==> src/design/dlts_pkg.sv <==
// shared types and constants for the delta list task scheduler
package dlts_pkg;

    localparam int ID_W   = 8;
    localparam int TIME_W = 32;
    localparam int SUM_W  = TIME_W + 1;
    localparam int ALU_W  = TIME_W + 2;
    localparam int IN_W   = 72;

    typedef enum logic [1:0] {
        OP_TICK     = 2'd0,
        OP_ADD      = 2'd1,
        OP_DISPATCH = 2'd2,
        OP_DELETE   = 2'd3
    } op_t;

    typedef enum logic [1:0] {
        ST_OK    = 2'd0,
        ST_FULL  = 2'd1,
        ST_EMPTY = 2'd2
    } status_t;

    typedef enum logic {
        ALU_ADD = 1'b0,
        ALU_SUB = 1'b1
    } alu_op_t;

    typedef struct packed {
        logic [TIME_W-1:0] period;
        logic [TIME_W-1:0] rel_delay;
        logic [ID_W-1:0]   id;
    } entry_t;

    typedef enum logic [3:0] {
        S_IDLE,
        S_DECODE,
        S_TICK_UPD,
        S_DSP_RD,
        S_RM_RD,
        S_RM_WR,
        S_INS_START,
        S_WALK_SUM,
        S_WALK_CMP,
        S_INS_REL,
        S_INS_SH_RD,
        S_INS_SH_WR,
        S_INS_PUT,
        S_FINISH
    } state_t;

endpackage

==> src/design/dlts_alu.sv <==
// shared add / subtract unit used by the tick, walk and insert steps of the sequencer
module dlts_alu
(
    input  dlts_pkg::alu_op_t           op,
    input  logic [dlts_pkg::SUM_W-1:0]  a,
    input  logic [dlts_pkg::SUM_W-1:0]  b,
    output logic [dlts_pkg::ALU_W-1:0]  result
);

    always_comb
    begin
        case (op)
            dlts_pkg::ALU_SUB: result = {1'b0, a} - {1'b0, b};
            dlts_pkg::ALU_ADD: result = {1'b0, a} + {1'b0, b};
            default:           result = {1'b0, a} + {1'b0, b};
        endcase
    end

endmodule

==> src/design/dlts_entry_ram.sv <==
// task entry storage, one write and one registered read per cycle
module dlts_entry_ram
#(
    parameter int DEPTH  = 16,
    parameter int ADDR_W = $clog2(DEPTH)
)
(
    input  logic                clk,
    input  logic                we,
    input  logic [ADDR_W-1:0]   waddr,
    input  dlts_pkg::entry_t    wdata,
    input  logic                re,
    input  logic [ADDR_W-1:0]   raddr,
    output dlts_pkg::entry_t    rdata
);

    dlts_pkg::entry_t mem [DEPTH];

    always_ff @(posedge clk)
    begin
        if (we)
        begin
            mem[waddr] <= wdata;
        end
        // read data holds when no read is issued
        if (re)
        begin
            rdata <= mem[raddr];
        end
    end

endmodule

==> src/design/delta_list_task_scheduler_unit.sv <==
// top level: sequencer walking a delta list held in an entry ram with one write and one read port
// throughput: one word at a time, the next taken in the cycle after the result is loaded;
// a finished result waits until the output register is free (m_tvalid low or m_tready high);
// reset: asynchronous active low, empties the list, clears head ready and output valid
module delta_list_task_scheduler_unit
#(
    parameter int MAX_TASKS = 16,
    localparam int IDX_W = $clog2(MAX_TASKS),
    localparam int CNT_W = $clog2(MAX_TASKS + 1),
    localparam int OUT_W = ((dlts_pkg::ID_W + 2 + CNT_W + 7) / 8) * 8
)
(
    input  logic                       clk,
    input  logic                       rst_n,
    input  logic                       s_tvalid,
    output logic                       s_tready,
    input  logic [dlts_pkg::IN_W-1:0]  s_tdata,  // task_id, delay, period
    input  logic [1:0]                 s_tuser,  // operation
    output logic                       m_tvalid,
    input  logic                       m_tready,
    output logic [OUT_W-1:0]           m_tdata,  // run_task_id, status, task_count
    output logic                       m_tuser   // dispatched
);

    localparam int ST_LSB  = dlts_pkg::ID_W;
    localparam int CNT_LSB = dlts_pkg::ID_W + 2;
    localparam logic [CNT_W-1:0] MAX_CNT = CNT_W'(MAX_TASKS);

    dlts_pkg::state_t state_reg, state_next;
    logic [CNT_W-1:0] count_reg, count_next;
    logic             head_ready_reg, head_ready_next;
    logic             m_tvalid_reg, m_tvalid_next;

    dlts_pkg::op_t                 op_reg, op_next;
    logic [dlts_pkg::ID_W-1:0]     ins_id_reg, ins_id_next;
    logic [dlts_pkg::TIME_W-1:0]   ins_d_reg, ins_d_next;
    logic [dlts_pkg::TIME_W-1:0]   ins_per_reg, ins_per_next;
    logic [dlts_pkg::SUM_W-1:0]    cum_reg, cum_next;
    logic [dlts_pkg::SUM_W-1:0]    sum_reg, sum_next;
    logic [dlts_pkg::TIME_W-1:0]   rel_new_reg, rel_new_next;
    logic [IDX_W-1:0]              pos_reg, pos_next;
    logic [IDX_W-1:0]              idx_reg, idx_next;
    logic                          disp_reg, disp_next;
    logic [dlts_pkg::ID_W-1:0]     run_id_reg, run_id_next;
    dlts_pkg::status_t             status_reg, status_next;
    logic [OUT_W-1:0]              m_tdata_reg, m_tdata_next;
    logic                          m_tuser_reg, m_tuser_next;

    logic                          ram_we;
    logic [IDX_W-1:0]              ram_waddr;
    dlts_pkg::entry_t              ram_wdata;
    logic                          ram_re;
    logic [IDX_W-1:0]              ram_raddr;
    dlts_pkg::entry_t              ram_rdata;

    dlts_pkg::alu_op_t             alu_op;
    logic [dlts_pkg::SUM_W-1:0]    alu_a;
    logic [dlts_pkg::SUM_W-1:0]    alu_b;
    logic [dlts_pkg::ALU_W-1:0]    alu_result;

    logic walk_more;
    logic rm_more;
    logic out_free;
    logic ins_found;

    dlts_entry_ram
    #(
        .DEPTH  (MAX_TASKS),
        .ADDR_W (IDX_W)
    )
    u_ram
    (
        .clk    (clk),
        .we     (ram_we),
        .waddr  (ram_waddr),
        .wdata  (ram_wdata),
        .re     (ram_re),
        .raddr  (ram_raddr),
        .rdata  (ram_rdata)
    );

    dlts_alu u_alu
    (
        .op     (alu_op),
        .a      (alu_a),
        .b      (alu_b),
        .result (alu_result)
    );

    assign walk_more = (CNT_W'(pos_reg) + CNT_W'(1)) < count_reg;
    assign rm_more   = (CNT_W'(idx_reg) + CNT_W'(1)) < count_reg;
    assign out_free  = !m_tvalid_reg || m_tready;
    // borrow of delay minus running sum: new task goes before this entry
    assign ins_found = alu_result[dlts_pkg::ALU_W-1];

    assign s_tready = (state_reg == dlts_pkg::S_IDLE);
    assign m_tvalid = m_tvalid_reg;
    assign m_tdata  = m_tdata_reg;
    assign m_tuser  = m_tuser_reg;

    // next state
    always_comb
    begin
        state_next = state_reg;
        case (state_reg)
            dlts_pkg::S_IDLE:
            begin
                if (s_tvalid)
                begin
                    state_next = dlts_pkg::S_DECODE;
                end
            end
            dlts_pkg::S_DECODE:
            begin
                case (op_reg)
                    dlts_pkg::OP_TICK:
                        state_next = (count_reg != '0) ? dlts_pkg::S_TICK_UPD
                                                       : dlts_pkg::S_FINISH;
                    dlts_pkg::OP_ADD:
                        state_next = (count_reg == MAX_CNT) ? dlts_pkg::S_FINISH
                                                            : dlts_pkg::S_INS_START;
                    dlts_pkg::OP_DISPATCH:
                        state_next = (count_reg != '0 && head_ready_reg) ?
                                     dlts_pkg::S_DSP_RD : dlts_pkg::S_FINISH;
                    dlts_pkg::OP_DELETE:
                        state_next = (count_reg == '0) ? dlts_pkg::S_FINISH
                                                       : dlts_pkg::S_RM_RD;
                    default:
                        state_next = dlts_pkg::S_FINISH;
                endcase
            end
            dlts_pkg::S_TICK_UPD:  state_next = dlts_pkg::S_FINISH;
            dlts_pkg::S_DSP_RD:    state_next = dlts_pkg::S_RM_RD;
            dlts_pkg::S_RM_RD:
            begin
                if (rm_more)
                begin
                    state_next = dlts_pkg::S_RM_WR;
                end
                else if (op_reg == dlts_pkg::OP_DISPATCH && ins_per_reg != '0)
                begin
                    state_next = dlts_pkg::S_INS_START;
                end
                else
                begin
                    state_next = dlts_pkg::S_FINISH;
                end
            end
            dlts_pkg::S_RM_WR:     state_next = dlts_pkg::S_RM_RD;
            dlts_pkg::S_INS_START:
                state_next = (count_reg != '0) ? dlts_pkg::S_WALK_SUM : dlts_pkg::S_INS_REL;
            dlts_pkg::S_WALK_SUM:  state_next = dlts_pkg::S_WALK_CMP;
            dlts_pkg::S_WALK_CMP:
                state_next = (!ins_found && walk_more) ? dlts_pkg::S_WALK_SUM
                                                       : dlts_pkg::S_INS_REL;
            dlts_pkg::S_INS_REL:   state_next = dlts_pkg::S_INS_SH_RD;
            dlts_pkg::S_INS_SH_RD:
                state_next = (idx_reg > pos_reg) ? dlts_pkg::S_INS_SH_WR
                                                 : dlts_pkg::S_INS_PUT;
            dlts_pkg::S_INS_SH_WR: state_next = dlts_pkg::S_INS_SH_RD;
            dlts_pkg::S_INS_PUT:   state_next = dlts_pkg::S_FINISH;
            dlts_pkg::S_FINISH:
            begin
                if (out_free)
                begin
                    state_next = dlts_pkg::S_IDLE;
                end
            end
            default:               state_next = dlts_pkg::S_IDLE;
        endcase
    end

    // datapath, ram and alu control
    always_comb
    begin
        count_next      = count_reg;
        head_ready_next = head_ready_reg;
        op_next         = op_reg;
        ins_id_next     = ins_id_reg;
        ins_d_next      = ins_d_reg;
        ins_per_next    = ins_per_reg;
        cum_next        = cum_reg;
        sum_next        = sum_reg;
        rel_new_next    = rel_new_reg;
        pos_next        = pos_reg;
        idx_next        = idx_reg;
        disp_next       = disp_reg;
        run_id_next     = run_id_reg;
        status_next     = status_reg;
        m_tvalid_next   = m_tvalid_reg && !m_tready;
        m_tdata_next    = m_tdata_reg;
        m_tuser_next    = m_tuser_reg;

        ram_we    = 1'b0;
        ram_waddr = '0;
        ram_wdata = ram_rdata;
        ram_re    = 1'b0;
        ram_raddr = '0;

        alu_op = dlts_pkg::ALU_ADD;
        alu_a  = '0;
        alu_b  = '0;

        case (state_reg)
            dlts_pkg::S_IDLE:
            begin
                if (s_tvalid)
                begin
                    op_next      = dlts_pkg::op_t'(s_tuser);
                    ins_id_next  = s_tdata[7:0];
                    ins_d_next   = s_tdata[39:8];
                    ins_per_next = s_tdata[71:40];
                    disp_next    = 1'b0;
                    run_id_next  = '0;
                    status_next  = dlts_pkg::ST_OK;
                end
            end
            dlts_pkg::S_DECODE:
            begin
                case (op_reg)
                    dlts_pkg::OP_TICK:
                    begin
                        ram_re = (count_reg != '0);
                    end
                    dlts_pkg::OP_ADD:
                    begin
                        if (count_reg == MAX_CNT)
                        begin
                            status_next = dlts_pkg::ST_FULL;
                        end
                    end
                    dlts_pkg::OP_DISPATCH:
                    begin
                        ram_re = (count_reg != '0) && head_ready_reg;
                    end
                    dlts_pkg::OP_DELETE:
                    begin
                        idx_next = '0;
                        if (count_reg == '0)
                        begin
                            status_next = dlts_pkg::ST_EMPTY;
                        end
                    end
                    default:
                    begin
                        idx_next = '0;
                    end
                endcase
            end
            dlts_pkg::S_TICK_UPD:
            begin
                alu_op = dlts_pkg::ALU_SUB;
                alu_a  = {1'b0, ram_rdata.rel_delay};
                alu_b  = dlts_pkg::SUM_W'(1);
                if (ram_rdata.rel_delay == '0)
                begin
                    head_ready_next = 1'b1;
                    // periodic head reloads its delay
                    if (ram_rdata.period != '0)
                    begin
                        ram_we              = 1'b1;
                        ram_wdata.rel_delay = ram_rdata.period;
                    end
                end
                else
                begin
                    ram_we              = 1'b1;
                    ram_wdata.rel_delay = alu_result[dlts_pkg::TIME_W-1:0];
                end
            end
            dlts_pkg::S_DSP_RD:
            begin
                disp_next    = 1'b1;
                run_id_next  = ram_rdata.id;
                ins_id_next  = ram_rdata.id;
                ins_d_next   = ram_rdata.rel_delay;
                ins_per_next = ram_rdata.period;
                idx_next     = '0;
            end
            dlts_pkg::S_RM_RD:
            begin
                if (rm_more)
                begin
                    ram_re    = 1'b1;
                    ram_raddr = idx_reg + IDX_W'(1);
                end
                else
                begin
                    count_next      = count_reg - CNT_W'(1);
                    head_ready_next = 1'b0;
                end
            end
            dlts_pkg::S_RM_WR:
            begin
                ram_we    = 1'b1;
                ram_waddr = idx_reg;
                idx_next  = idx_reg + IDX_W'(1);
            end
            dlts_pkg::S_INS_START:
            begin
                pos_next = '0;
                cum_next = '0;
                ram_re   = (count_reg != '0);
            end
            dlts_pkg::S_WALK_SUM:
            begin
                alu_op   = dlts_pkg::ALU_ADD;
                alu_a    = cum_reg;
                alu_b    = {1'b0, ram_rdata.rel_delay};
                sum_next = alu_result[dlts_pkg::SUM_W-1:0];
            end
            dlts_pkg::S_WALK_CMP:
            begin
                alu_op = dlts_pkg::ALU_SUB;
                alu_a  = {1'b0, ins_d_reg};
                alu_b  = sum_reg;
                if (!ins_found)
                begin
                    cum_next = sum_reg;
                    pos_next = pos_reg + IDX_W'(1);
                    if (walk_more)
                    begin
                        ram_re    = 1'b1;
                        ram_raddr = pos_reg + IDX_W'(1);
                    end
                end
            end
            dlts_pkg::S_INS_REL:
            begin
                alu_op       = dlts_pkg::ALU_SUB;
                alu_a        = {1'b0, ins_d_reg};
                alu_b        = cum_reg;
                rel_new_next = alu_result[dlts_pkg::TIME_W-1:0];
                idx_next     = count_reg[IDX_W-1:0];
            end
            dlts_pkg::S_INS_SH_RD:
            begin
                if (idx_reg > pos_reg)
                begin
                    ram_re    = 1'b1;
                    ram_raddr = idx_reg - IDX_W'(1);
                end
            end
            dlts_pkg::S_INS_SH_WR:
            begin
                alu_op    = dlts_pkg::ALU_SUB;
                alu_a     = {1'b0, ram_rdata.rel_delay};
                alu_b     = {1'b0, rel_new_reg};
                ram_we    = 1'b1;
                ram_waddr = idx_reg;
                // the successor of the new task gives up the new task's share
                if ((idx_reg - IDX_W'(1)) == pos_reg)
                begin
                    ram_wdata.rel_delay = alu_result[dlts_pkg::TIME_W-1:0];
                end
                idx_next = idx_reg - IDX_W'(1);
            end
            dlts_pkg::S_INS_PUT:
            begin
                ram_we              = 1'b1;
                ram_waddr           = pos_reg;
                ram_wdata.id        = ins_id_reg;
                ram_wdata.rel_delay = rel_new_reg;
                ram_wdata.period    = ins_per_reg;
                count_next          = count_reg + CNT_W'(1);
                if (pos_reg == '0)
                begin
                    head_ready_next = 1'b0;
                end
            end
            dlts_pkg::S_FINISH:
            begin
                if (out_free)
                begin
                    m_tvalid_next = 1'b1;
                    m_tdata_next  = OUT_W'({count_reg, status_reg, run_id_reg});
                    m_tuser_next  = disp_reg;
                end
            end
            default:
            begin
                ram_we = 1'b0;
            end
        endcase
    end

    always_ff @(posedge clk or negedge rst_n)
    begin
        if (!rst_n)
        begin
            state_reg      <= dlts_pkg::S_IDLE;
            count_reg      <= '0;
            head_ready_reg <= 1'b0;
            m_tvalid_reg   <= 1'b0;
        end
        else
        begin
            state_reg      <= state_next;
            count_reg      <= count_next;
            head_ready_reg <= head_ready_next;
            m_tvalid_reg   <= m_tvalid_next;
        end
    end

    always_ff @(posedge clk)
    begin
        op_reg      <= op_next;
        ins_id_reg  <= ins_id_next;
        ins_d_reg   <= ins_d_next;
        ins_per_reg <= ins_per_next;
        cum_reg     <= cum_next;
        sum_reg     <= sum_next;
        rel_new_reg <= rel_new_next;
        pos_reg     <= pos_next;
        idx_reg     <= idx_next;
        disp_reg    <= disp_next;
        run_id_reg  <= run_id_next;
        status_reg  <= status_next;
        m_tdata_reg <= m_tdata_next;
        m_tuser_reg <= m_tuser_next;
    end

    a_busy_after_accept: assert property (@(posedge clk) disable iff (!rst_n)
        s_tvalid && s_tready |=> !s_tready)
        else $error("input accepted while an item is in progress");

    a_count_bound: assert property (@(posedge clk) disable iff (!rst_n)
        count_reg <= MAX_CNT)
        else $error("task count above list size");

    a_full_status: assert property (@(posedge clk) disable iff (!rst_n)
        m_tvalid && m_tdata[ST_LSB+1:ST_LSB] == dlts_pkg::ST_FULL
        |-> m_tdata[CNT_LSB+CNT_W-1:CNT_LSB] == MAX_CNT)
        else $error("add refused while list not full");

    a_dispatch_ok: assert property (@(posedge clk) disable iff (!rst_n)
        m_tvalid && m_tuser |-> m_tdata[ST_LSB+1:ST_LSB] == dlts_pkg::ST_OK)
        else $error("dispatched word carries an error status");

endmodule
==> config.mk <==
export PLATFORM = sky130hd
export DESIGN_NAME = delta_list_task_scheduler_unit
export DESIGN_NICKNAME = d
export VERILOG_FILES = /design/src/design/dlts_pkg.sv /design/src/design/dlts_alu.sv /design/src/design/dlts_entry_ram.sv /design/src/design/delta_list_task_scheduler_unit.sv
export SDC_FILE = /design/constraint.sdc
export NUM_CORES = 2
export LEC_CHECK = 0
export ABC_AREA = 1
export BUFFER_PORTS_ARGS = -buffer_cell sky130_fd_sc_hd__buf_2
export CAP_MARGIN = 25
export CORE_MARGIN = 2
export CORE_UTILIZATION = 35
export CTS_CLUSTER_DIAMETER = 60
export DETAILED_ROUTE_END_ITERATION = 12
export PLACE_DENSITY = 0.59
export SLEW_MARGIN = 20
export SYNTH_ARGS = -nofsm -noshare
export SYNTH_HDL_FRONTEND = slang
export SYNTH_SLANG_ARGS = --single-unit
==> constraint.sdc <==
create_clock -name clk -period 7.3 [get_ports clk]
set_clock_uncertainty 0.05 [all_clocks]
set_input_delay 0.73 -clock clk [delete_from_list [all_inputs] [get_ports clk]]
set_output_delay 0.73 -clock clk [all_outputs]
set_load 0.02 [all_outputs]
* Word-level counts from Yosys, hierarchy flattened *
Memory sizes are Yosys's and may differ from the RTL's. A register that Yosys moved wholly into a read port is not among the register bits.
Index checks and enable logic that the tools add are counted.

storage, ports and cells
  register bits = 218
  RAM bits = 1152
  input port bits = 78
  output and inout bits = 19
  word-level logic and storage cells = 168
  memories kept = 1

memory list
  name       words  width  rd ports  clocked after memory_dff  wr ports  line                  RTL
  u_ram.mem  16     72     1         1                         1         dlts_entry_ram.sv:17  dlts_pkg::entry_t mem [DEPTH];

operators by class
  add/subtract/negate cells = 9
  magnitude comparators = 3
  eq/ne operators = 28
  mux-type cells = 69
  bitwise logic cells = 1
  reduce and logical (&&, ||, !) cells = 39

operator list
  cell                                            number
  2-to-1 mux 32 bit                               6
  one-hot mux 33 bit (5 select lines)             1
  one-hot mux 32 bit (2 select lines)             2
  one-hot mux 33 bit (3 select lines)             1
  one-hot mux 32 bit (3 select lines)             1
  one-hot mux 34 bit (2 select lines)             1
  one-hot mux 33 bit (2 select lines)             1
  2-to-1 mux 4 bit                                16
  nonzero test 32 bit                             2
  one-hot mux 4 bit (11 select lines)             1
  adder 33 x 33 -> 34 bit                         1
  subtractor 33 x 33 -> 34 bit                    1
  2-to-1 mux 33 bit                               1
  zero test 32 bit                                1
  one-hot mux 8 bit (2 select lines)              2
  == test 4 bit (second input constant)           6
  2-to-1 mux 8 bit                                3
  one-hot mux 4 bit (5 select lines)              1
  == test 4 x 3 -> 1 bit (second input constant)  4
  one-hot mux 4 bit (2 select lines)              2
  one-hot mux 4 bit (4 select lines)              1
  2-to-1 mux 1 bit                                15
  inequality test 2 bit (second input constant)   7
  AND reduction 2 bit                             7
  other kinds (39)                                65

* Longest topological paths before layout *
  word-level depth = 9
  mapped depth = 42
  gate-level depth less buffers = 38

* Modules after synthesis *
Synthesis repeated with hierarchy kept, for this count alone.

second synthesis, totals
  cells, all modules = 7084
  area total of the unflattened synthesis = 68184.1 µm²

modules (own cells, without submodules)
  module                          instances  cells each  area each (µm²)  sequential area each (µm²)
  dlts_entry_ram                  1          4731        51493.1          36755.3
  delta_list_task_scheduler_unit  1          1656        13230.2          6491.2
  dlts_alu                        1          697         3460.8           0.0

* Least setup slack after synthesis *
Ideal clock, no wire load.

  kind = reg-to-reg
  start = register state_reg[0]
  end = memory u_ram.mem[0][0] (netlist name), enable pin
  setup time = 0.631 ns
  data arrival time = 7.241 ns
  required time = 6.619 ns
  setup slack = -0.623 ns
  stages on the path, launching flop included = 7
  buffers on the path = 1
  period minus slack after synthesis = 7.923 ns
  cell sequence = dfrtp_1 inv_2 nand2_1 nor2_1 inv_1 clkbuf_1 a311oi_1

on the way
  cells in the longest elaborated chain, start to end = 5
  elaborated cells between the ends (all ways) = 10
  those cells by class = 4 x eq/ne; 4 x mux; 2 x reduce/logical

RTL lines
  what                                                     line                                   RTL
  start: declaration                                       delta_list_task_scheduler_unit.sv:29   dlts_pkg::state_t state_reg, state_next;
  start signal: assignment                                 delta_list_task_scheduler_unit.sv:391  state_reg <= dlts_pkg::S_IDLE;
  start signal: assignment                                 delta_list_task_scheduler_unit.sv:398  state_reg <= state_next;
  == test 4 bit or == test 4 x 3 -> 1 bit (tied branches)  delta_list_task_scheduler_unit.sv:204  case (state_reg)
  OR reduction 3 bit (no source line)                      n/a
  one-hot mux 1 bit (2 select lines)                       delta_list_task_scheduler_unit.sv:204
  2-to-1 mux 1 bit                                         dlts_entry_ram.sv:21                   if (we)
  2-to-1 mux 1 bit (not written as such)                   dlts_entry_ram.sv:23                   mem[waddr] <= wdata;
  end: declaration                                         dlts_entry_ram.sv:17

Several ways; a longest one is shown, not always the timed one.

* Worst setup path in the final report *
  start = register state_reg[1]
  end = register, netlist name u_ram.rdata[4]

on the way
  cells in the longest elaborated chain, start to end = 7
  elaborated cells between the ends (all ways) = 23
  those cells by class = 2 x add/sub; 9 x eq/ne; 8 x mux; 1 x bitwise; 3 x reduce/logical

RTL lines
  what                                                                                      line                                   RTL
  == test 4 bit or == test 4 x 2 -> 1 bit (tied branches)                                   delta_list_task_scheduler_unit.sv:204
  OR reduction 2 bit (no source line) or OR reduction 4 bit (tied branches)                 n/a
  one-hot mux 33 bit (3 select lines) or 2-to-1 mux 1 bit (tied branches)                   delta_list_task_scheduler_unit.sv:204
  adder 33 x 33 -> 34 bit (tied with other cells)                                           dlts_alu.sv:14                         dlts_pkg::ALU_ADD: result = {1'b0, a} + {1'b0, b};
  one-hot mux 34 bit (2 select lines)                                                       dlts_alu.sv:12                         case (op)
  2-to-1 mux 1 bit or 2-to-1 mux 4 bit (tied branches)                                      delta_list_task_scheduler_unit.sv:317  if (!ins_found)
  one-hot mux 1 bit (5 select lines) or one-hot mux 4 bit (3 select lines) (tied branches)  delta_list_task_scheduler_unit.sv:204

Several ways; a longest one is shown, not always the timed one.
A chain may end at the register's enable or synchronous reset.

==> metrics.yaml <==
syn_avg_cell_area_sq_um: 10.3
postCtsSetupBuffers: 0
synth-compound-area-share: 0.0317
path_common_cell: "nand2_1"
final_util: 0.400
r2r_end: "u_ram.rdata[4]"
place_ws_ps: 643
worst-path-max-fanout: 128
via_per_inst: 5.20
ir_drop_v: 0.000482
io_pins: 97
reg_top3: "u_ram.mem x1152, u_ram.rdata x72"
fin_hold_ws_ps: 72.7
regMostFlops: "u_ram.mem"
die_h_um: 442
mostFrequentLayoutCells: "1431 x edfxtp_1, 1369 x nand3_1, 1350 x nand2_1, 1025 x inv_1, 217 x nand3b_1"
async_flop_share: 0.00763
drt_wl_total_mm: 201
synth_top_family_by_area: "simple AND/OR/NAND/NOR gates"
grt.overflow.total: 0
route.met2.wl_mm: 93.4
antenna_left: 0
critPathMaxStageDelay_ps: 870
setup-tns-final_ps: 0
ys_seq_area_frac: 0.644
cts.sinks: 1442
area_growth_pct: 13.2
initial_core_util: 0.353
min_from: "s_tuser[0]"
numCtsBuffers: 150
track_usage: 0.200
synth-edff-count: 1431
gp_congestion: 0.961
vias: 48000
rows: 160
status: "completed"
fin_ws_ps: 535
tritoncts: "yes"
hold_viol: 0
layout.nets: 6716
netlist_instances: 6516
finalCriticalPeriod_ps: 6760
yosys-mux-area-fraction: 0
slew_headroom: 0.275
cp-end-kind: "flop"
period_share: 0.927
required_ps: 7790
port_buffers: 95
drive_gt1_frac: 0.0821
drtPass1Iterations: 8
initialDrtViolationCount: 5395
grt_max_degree: 198
syn_area_sq_mm: 0.0672
whs_path_depth: 1
synth-seq-cells: 1442
antenna_found_initial: 13
design_area_sq_mm: 0.0761
yosysWarnings: 0
syn_nets: 6649
wl_per_cell_um: 21.8
fp.dieArea_sq_mm: 0.195
r2r_cells: 34
grt_pass1_vias: 45400
drv_slew: 0
yosys.cell_types.count: 51
cts_buffer_depth: 3
cellPowerDensity_mw_per_mm2: 524
m1WireLength_mm: 84.1
path_delay_family: "simple AND/OR/NAND/NOR gates"
arrival_ps: 7250
p_leak_nw: 30.7
h-tree-depth: 4
top_layer_used: "met5"
min_path_type: "in -> reg"
mostFrequentLayoutCell: "edfxtp_1"
fp.dieW_um: 442
r2r_start: "state_reg[1]"
start_kind: "flop"
synth-adder-area-share: 0.0105
clk_latency_ps: 800
worst_slew_pin_slew_ps: 1080
grt_pass1_wl_mm: 296
yosys.area_share.simple: 0.219
place_area_sq_mm: 0.0712
core_area_sq_mm: 0.190
largest_register_ffs: 1152
setup_viol: 0
synth_xor_area_frac: 0.00926
rsz0062_at_grt: "false"
synthFlopType: "edfxtp_1"
filler_cell_count: 18200
critical_path_class: "reg -> reg"
max_freq_mhz: 148
post-route-drc-count: 0
wl_met3_mm: 17.0
hold_end: "op_reg[0]"
r2r_setup_slack_ps: 540
clkTransAtPathRegs_ps: 60
cts_root_buffer: "clkbuf_16"
dp_hpwl_mm: 113
cp_num_buf_inv: 3
drv_cap: 0
critPathSlowestCell: "nor2_2"
## cells by family (layout without fill, tap and decap cells)
kind of cell,after synthesis,after routing
compound gates,358,358
other cells,1,8
fa+ha+maj,55,55
flops,1442,1442
buf+inv,1402,1583
xor+xnor,71,71
simple gates,3187,3188
## per-stage QoR
step           instances  total power [mW]
6_report            9216              39.8
5_1_grt             9210              42.1
4_1_cts             9202              39.7
3_5_place_dp        8934              32.1
3_3_place_gp        8933              31.9
2_1_floorplan       6516              25.5
## cells in the mapped netlist, types with 20 or more instances
master    instances  area [sq um]
nand4_1          20           125
xnor2_1          20           175
nor4_1           21           131
nor2_1          168           631
a21oi_1          72           360
ha_1             53           663
o21ai_0         157           786
o211ai_1         55           413
clkbuf_1        136           510
nand2_1        1351          5070
buf_6            27           304
nand3_1        1369          6850
inv_1          1026          3850
nand3b_1        217          1630
xor2_1           51           447
edfxtp_1       1431         43000
buf_2           160           801
buf_4            28           210
## worst reg2reg max path, delay by kind of cell, from the launching register on
kind	cells	cell delay (ps)
simple gates	26	3620
fa+ha+maj	1	310
buf+inv	3	1090
flops	1	450
xor+xnor	1	210
compound gates	3	780
## layout make-up
type | instances | area, sq um | area share
Multi-Input combinational cell | 3673 | 18400 | 0.242
Sequential cell | 1442 | 43200 | 0.568
Clock buffer | 189 | 3970 | 0.0522
Inverter | 1038 | 3920 | 0.0515
Tap cell | 2511 | 3140 | 0.0413
Antenna cell | 7 | 17.5 | 0.000230
Clock inverter | 78 | 786 | 0.0103
Timing Repair Buffer | 278 | 2580 | 0.0339
## worst max path at each step
| stage | startpoint | endpoint | slack, ps | depth (start not counted) |
|---|---|---|---|---|
| floorplan | state_reg[0] | u_ram.rdata[0] | 710 | 35 |
| global placement | state_reg[1] | u_ram.rdata[61] | 670 | 36 |
| detailed placement | state_reg[1] | u_ram.rdata[34] | 640 | 37 |
| CTS | state_reg[1] | u_ram.rdata[4] | 620 | 37 |
| global route | state_reg[3] | u_ram.rdata[61] | 10 | 38 |
| finish | state_reg[1] | u_ram.rdata[4] | 540 | 34 |
## power by group
part / internal [mW] / switching, mW
registers: 13.0 / 0.698
logic: 5.41 / 13.2
clock network: 4.32 / 3.23
## layer usage
layer	vias up	global-route usage
met4	8	0.0713
met1	23300	0.273
met5	-	0
met2	2096	0.324
li1	22200	-
met3	375	0.0318
## repair_timing
| item | 4_1_cts | 5_1_grt |
|---|---|---|
| gates resized for setup | 0 | 2 |
| endpoints found under the hold margin | 11 | 0 |
| hold buffers | 1 | 0 |
| setup endpoints to repair | 0 | 23 |
(Power assumes the default switching activity.)
